[config.mk]
export PLATFORM = sky130hd
export DESIGN_NAME = btm_out
export DESIGN_NICKNAME = d
export VERILOG_FILES = /design/src/hdl/btm_pkg.sv /design/src/hdl/btm_out.sv
export SDC_FILE = /design/constraint.sdc
export NUM_CORES = 1
export LEC_CHECK = 0
export ABC_AREA = 1
export CORE_UTILIZATION = 40
export CTS_BUF_LIST = sky130_fd_sc_hd__clkbuf_16
export CTS_CLUSTER_DIAMETER = 30
export CTS_CLUSTER_SIZE = 30
export DETAILED_ROUTE_END_ITERATION = 16
export DONT_BUFFER_PORTS = 1
export PLACE_DENSITY_LB_ADDON = 0.25
export SYNTH_ARGS = -nofsm -noshare
export SYNTH_HDL_FRONTEND = slang
export SYNTH_SLANG_ARGS = --single-unit
export TNS_END_PERCENT = 5
[constraint.sdc]
create_clock -name clk -period 0.82 [get_ports clk]
set_clock_uncertainty 0.05 [all_clocks]
set_input_delay 0.041 -clock clk [delete_from_list [all_inputs] [get_ports clk]]
set_output_delay 0.041 -clock clk [all_outputs]
set_load 0.05 [all_outputs]
[src/hdl/btm_pkg.sv]
package btm_pkg;

    localparam int CODE_DEPTH  = 4096;
    localparam int TAPE_DEPTH  = 4096;
    localparam int STACK_DEPTH = 64;
    localparam int CELL_BITS   = 32;

    localparam int CODE_AW  = $clog2(CODE_DEPTH);
    localparam int TAPE_AW  = $clog2(TAPE_DEPTH);
    localparam int STACK_AW = $clog2(STACK_DEPTH);
    localparam int PC_W     = 13;
    localparam int LEN_W    = 13;

    typedef enum logic [1:0] {
        CMD_LOAD    = 2'd0,
        CMD_RESTART = 2'd1,
        CMD_STEP    = 2'd2,
        CMD_NONE    = 2'd3
    } cmd_t;

    typedef enum logic [3:0] {
        ST_EXEC    = 4'd0,
        ST_OUT     = 4'd1,
        ST_WAIT    = 4'd2,
        ST_HALT    = 4'd3,
        ST_UNDER   = 4'd4,
        ST_UNCLOSE = 4'd5,
        ST_UNOPEN  = 4'd6,
        ST_STACK   = 4'd7,
        ST_TAPE    = 4'd8
    } status_t;

    localparam logic [7:0] OP_RIGHT = 8'h3E;
    localparam logic [7:0] OP_LEFT  = 8'h3C;
    localparam logic [7:0] OP_INC   = 8'h2B;
    localparam logic [7:0] OP_DEC   = 8'h2D;
    localparam logic [7:0] OP_OUT   = 8'h2E;
    localparam logic [7:0] OP_IN    = 8'h2C;
    localparam logic [7:0] OP_OPEN  = 8'h5B;
    localparam logic [7:0] OP_CLOSE = 8'h5D;

    typedef enum logic [3:0] {
        S_IDLE,
        S_CLEAR,
        S_FETCH,
        S_DECODE,
        S_SKIP_RD,
        S_SKIP_CHK,
        S_POP_RD,
        S_POP_USE,
        S_DONE
    } state_t;

    // Result of one step, handed to the output stage.
    typedef struct packed {
        status_t         status;
        logic [7:0]      out_byte;
        logic [PC_W-1:0] pc;
    } result_t;

endpackage

[src/hdl/btm_out.sv]
module btm_out (
    input  logic             clk,
    input  logic             rst_n,
    input  logic             in_valid,
    input  btm_pkg::result_t in_res,
    output logic             full,
    output logic             m_axis_tvalid,
    input  logic             m_axis_tready,
    output logic [31:0]      m_axis_tdata
);

    logic             valid_reg;
    btm_pkg::result_t data_reg;

    // Output register: holds one result until the sink takes the beat.
    always_ff @(posedge clk or negedge rst_n)
    begin
        if (!rst_n)
        begin
            valid_reg <= 1'b0;
        end
        else if (in_valid)
        begin
            valid_reg <= 1'b1;
        end
        else if (m_axis_tready)
        begin
            valid_reg <= 1'b0;
        end
    end

    always_ff @(posedge clk)
    begin
        if (in_valid)
        begin
            data_reg <= in_res;
        end
    end

    assign full          = valid_reg;
    assign m_axis_tvalid = valid_reg;
    assign m_axis_tdata  = {7'd0, data_reg.pc, data_reg.out_byte, data_reg.status};

endmodule

==> qor.yml <==
run_status:
  status: "complete, but fails checks"
  violations: "negative hold slack, negative setup slack"
power:
  combPwrFrac_pct: 26.4
  power_switching_mw: 1.05
  finalPower_mw: 3.75
  leakage_nw: 0.702
  p_per_area_mw_per_mm2: 2150
  ir_drop_v: 0.00195
  switching_share_pct: 28.1
  power.internal_mw: 2.69
  p_seq_share_pct: 44.8
  clkPwrFrac_pct: 28.9
synthesis:
  syn_area_um2: 855
  synthTopCellsByCount: "edfxtp_1, buf_4, inv_1, nand2_1"
  syn_avg_cell_area_um2: 21.9
  synth_edf_count: 25
  ys_ff_latch: 26
  ys_warn_count: 0
  synthDistinctLibCells: 6
  ys_top_cells_by_area: "edfxtp_1, buf_4, dfrtp_1"
  yosysTopAreaCellShare_pct: 87.8
  synth_area_leader_cell: "edfxtp_1"
  postSynth.asyncResetShare_pct: 3.85
  syn_inst: 39
  synth_most_common_cell: "edfxtp_1"
  seq_area_frac_synth_pct: 90.8
  yosys_most_used_dff: "edfxtp_1"
floorplanning:
  row_count: 16
  dieArea_mm2: 0.00233
  die_h_um: 48.2
  design.core.area_mm2: 0.00198
  ioPinCount: 63
  die_width_um: 48.2
  start_util_pct: 43.1
global_route:
  overflow: 0
  grt_pass1_wl_um: 3590
  grt_usage_pct: 26.6
  antenna_found_initial: 0
  grt_max_degree: 27
  first_global_vias: 641
detailed_routing:
  first_pass_iters: 4
  initialDrtViolationCount: 19
  drcViolationCount: 0
  routed_via_density: 4.63
  antenna_left: 0
  wirelength_um: 2730
  avgRoutedWirePerCell_um: 22.2
  num_vias: 569
timing:
  setup_viol: 27
  fin_crit_ns: 0.990
  clock.fmax_mhz: 1010
  min_period_over_period_pct: 121
  setup_slack_ns: -0.170
  worst_hold_slack_ns: -0.161
  grt_setup_unrepaired: "yes"
  finalHoldViolations: 25
  slew_viol_final: 0
flow_run:
  maxCapViolCount: 0
min_path:
  hold_class: "in2reg"
final_layout:
  fillerInstances: 69
  drive_gt1_share_pct: 31.3
  synthToLayoutAreaGrowth_pct: 104
  antenna_cells: 0
  multiInputGateArea_um2: 33.8
  final_area_mm2: 0.00174
  final_util_pct: 87.9
  regArea_um2: 777
  stdcell_count: 123
  nets: 126
setup_path:
  critical_path.cell_chain: "buf_12"
  path_class: "reg2out"
  crit_required_ns: 0.73
  cp.arrival_ns: 0.90
  path_buf_inv: 1
  end_kind: "output pin"
  crit_slowest_cell: "edfxtp_1"
  crit_family: "flip-flops"
  critPathLaunchType: "register"
  slowest_delay_ns: 0.45
  worstPathMaxFanout: 1
clock_network:
  numClockSinks: 26
  cts_hold_buf: 29
  clk_pin_slew_ns: 0.06
  cts_buffer_depth: 2
  cts_tree: "done"
  clock_latency_ns: 0.26
  cts_buffers: 3
  cts_root_buf: "clkbuf_16"
  htree_levels: 1
  postCtsSetupBuffers: 0
  ctsResizeCount: 0
placement:
  gp_congestion: 0.710
  dpl_cell_area_mm2: 0.00137
  place_ws_ns: 0.134
  dp.cells: 90
  port-buffer-count: 0
## cell type report
cell class	count	share of cell area [%]
clock buffers	3	4.31
clock inverters	1	0.216
inverters	2	0.431
multi-input cells	9	1.94
flip-flops and latches	26	44.6
well taps	27	1.94
repair buffers	55	46.6
## metrics by stage
step / hold WS (ns) / setup TNS [ns]
floorplan: -0.305 / 0
finish: -0.161 / -3.55
global route: -0.170 / -4.03
detailed placement: -0.305 / 0
global placement: -0.305 / 0
CTS: -0.158 / -3.19
## per-layer routing
| metal | GRT usage (%) | vias up | routed length (um) |
|---|---|---|---|
| met5 | 0 | - | 0 |
| met4 | 18.3 | 0 | 146 |
| met3 | 9.26 | 12 | 229 |
| met2 | 49.3 | 51 | 1550 |
| met1 | 23.4 | 267 | 798 |
| li1 | - | 239 | - |
## path summary, 6_finish.rpt
| path | from | endpoint | slack, ns | cells past startpoint |
|---|---|---|---|---|
| hold / removal | in_valid | m_axis_tdata[24] | -0.16 | 0 |
| min in group asynchronous | rst_n | full | 0.55 | 2 |
| setup reg to reg | full | full | 0.11 | 2 |
| max in group asynchronous | rst_n | full | 0.04 | 2 |
| setup / recovery | m_axis_tdata[23] | m_axis_tdata[23] | -0.17 | 1 |
| hold reg to reg | full | full | 0.49 | 2 |
## cells in the final DEF (no fill, tap or decap), drive strengths merged
| cell | count |
|---|---|
| buf | 26 |
| clkbuf | 3 |
| conb | 7 |
| dfrtp | 1 |
| dlygate4sd3 | 29 |
| edfxtp | 25 |
| inv | 3 |
| nand2 | 2 |
## power groups by stage
stage / sequential [mW] / clock [mW] / combinational, mW
after floorplan: 2.00 / 0 / 0.119
final: 1.68 / 1.08 / 0.988
after CTS: 1.67 / 1.05 / 0.971
after global routing: 1.68 / 1.15 / 1.01
after detailed placement: 1.70 / 0 / 0.860
after global placement: 1.69 / 0 / 0.857
## cell families (layout without fill, tap and decap cells)
kind of cell | after synthesis | in the layout | share of synthesized area, %
simple gates | 2 | 2 | 0.879
buf+inv | 10 | 61 | 7.91
other cells | 1 | 7 | 0.439
flops | 26 | 26 | 90.8
## flip-flops by register name, summed over array words and instances (netlist names)
| signal | cells |
|---|---|
| m_axis_tdata | 25 |
| full | 1 |
(Power assumes the default switching activity.)
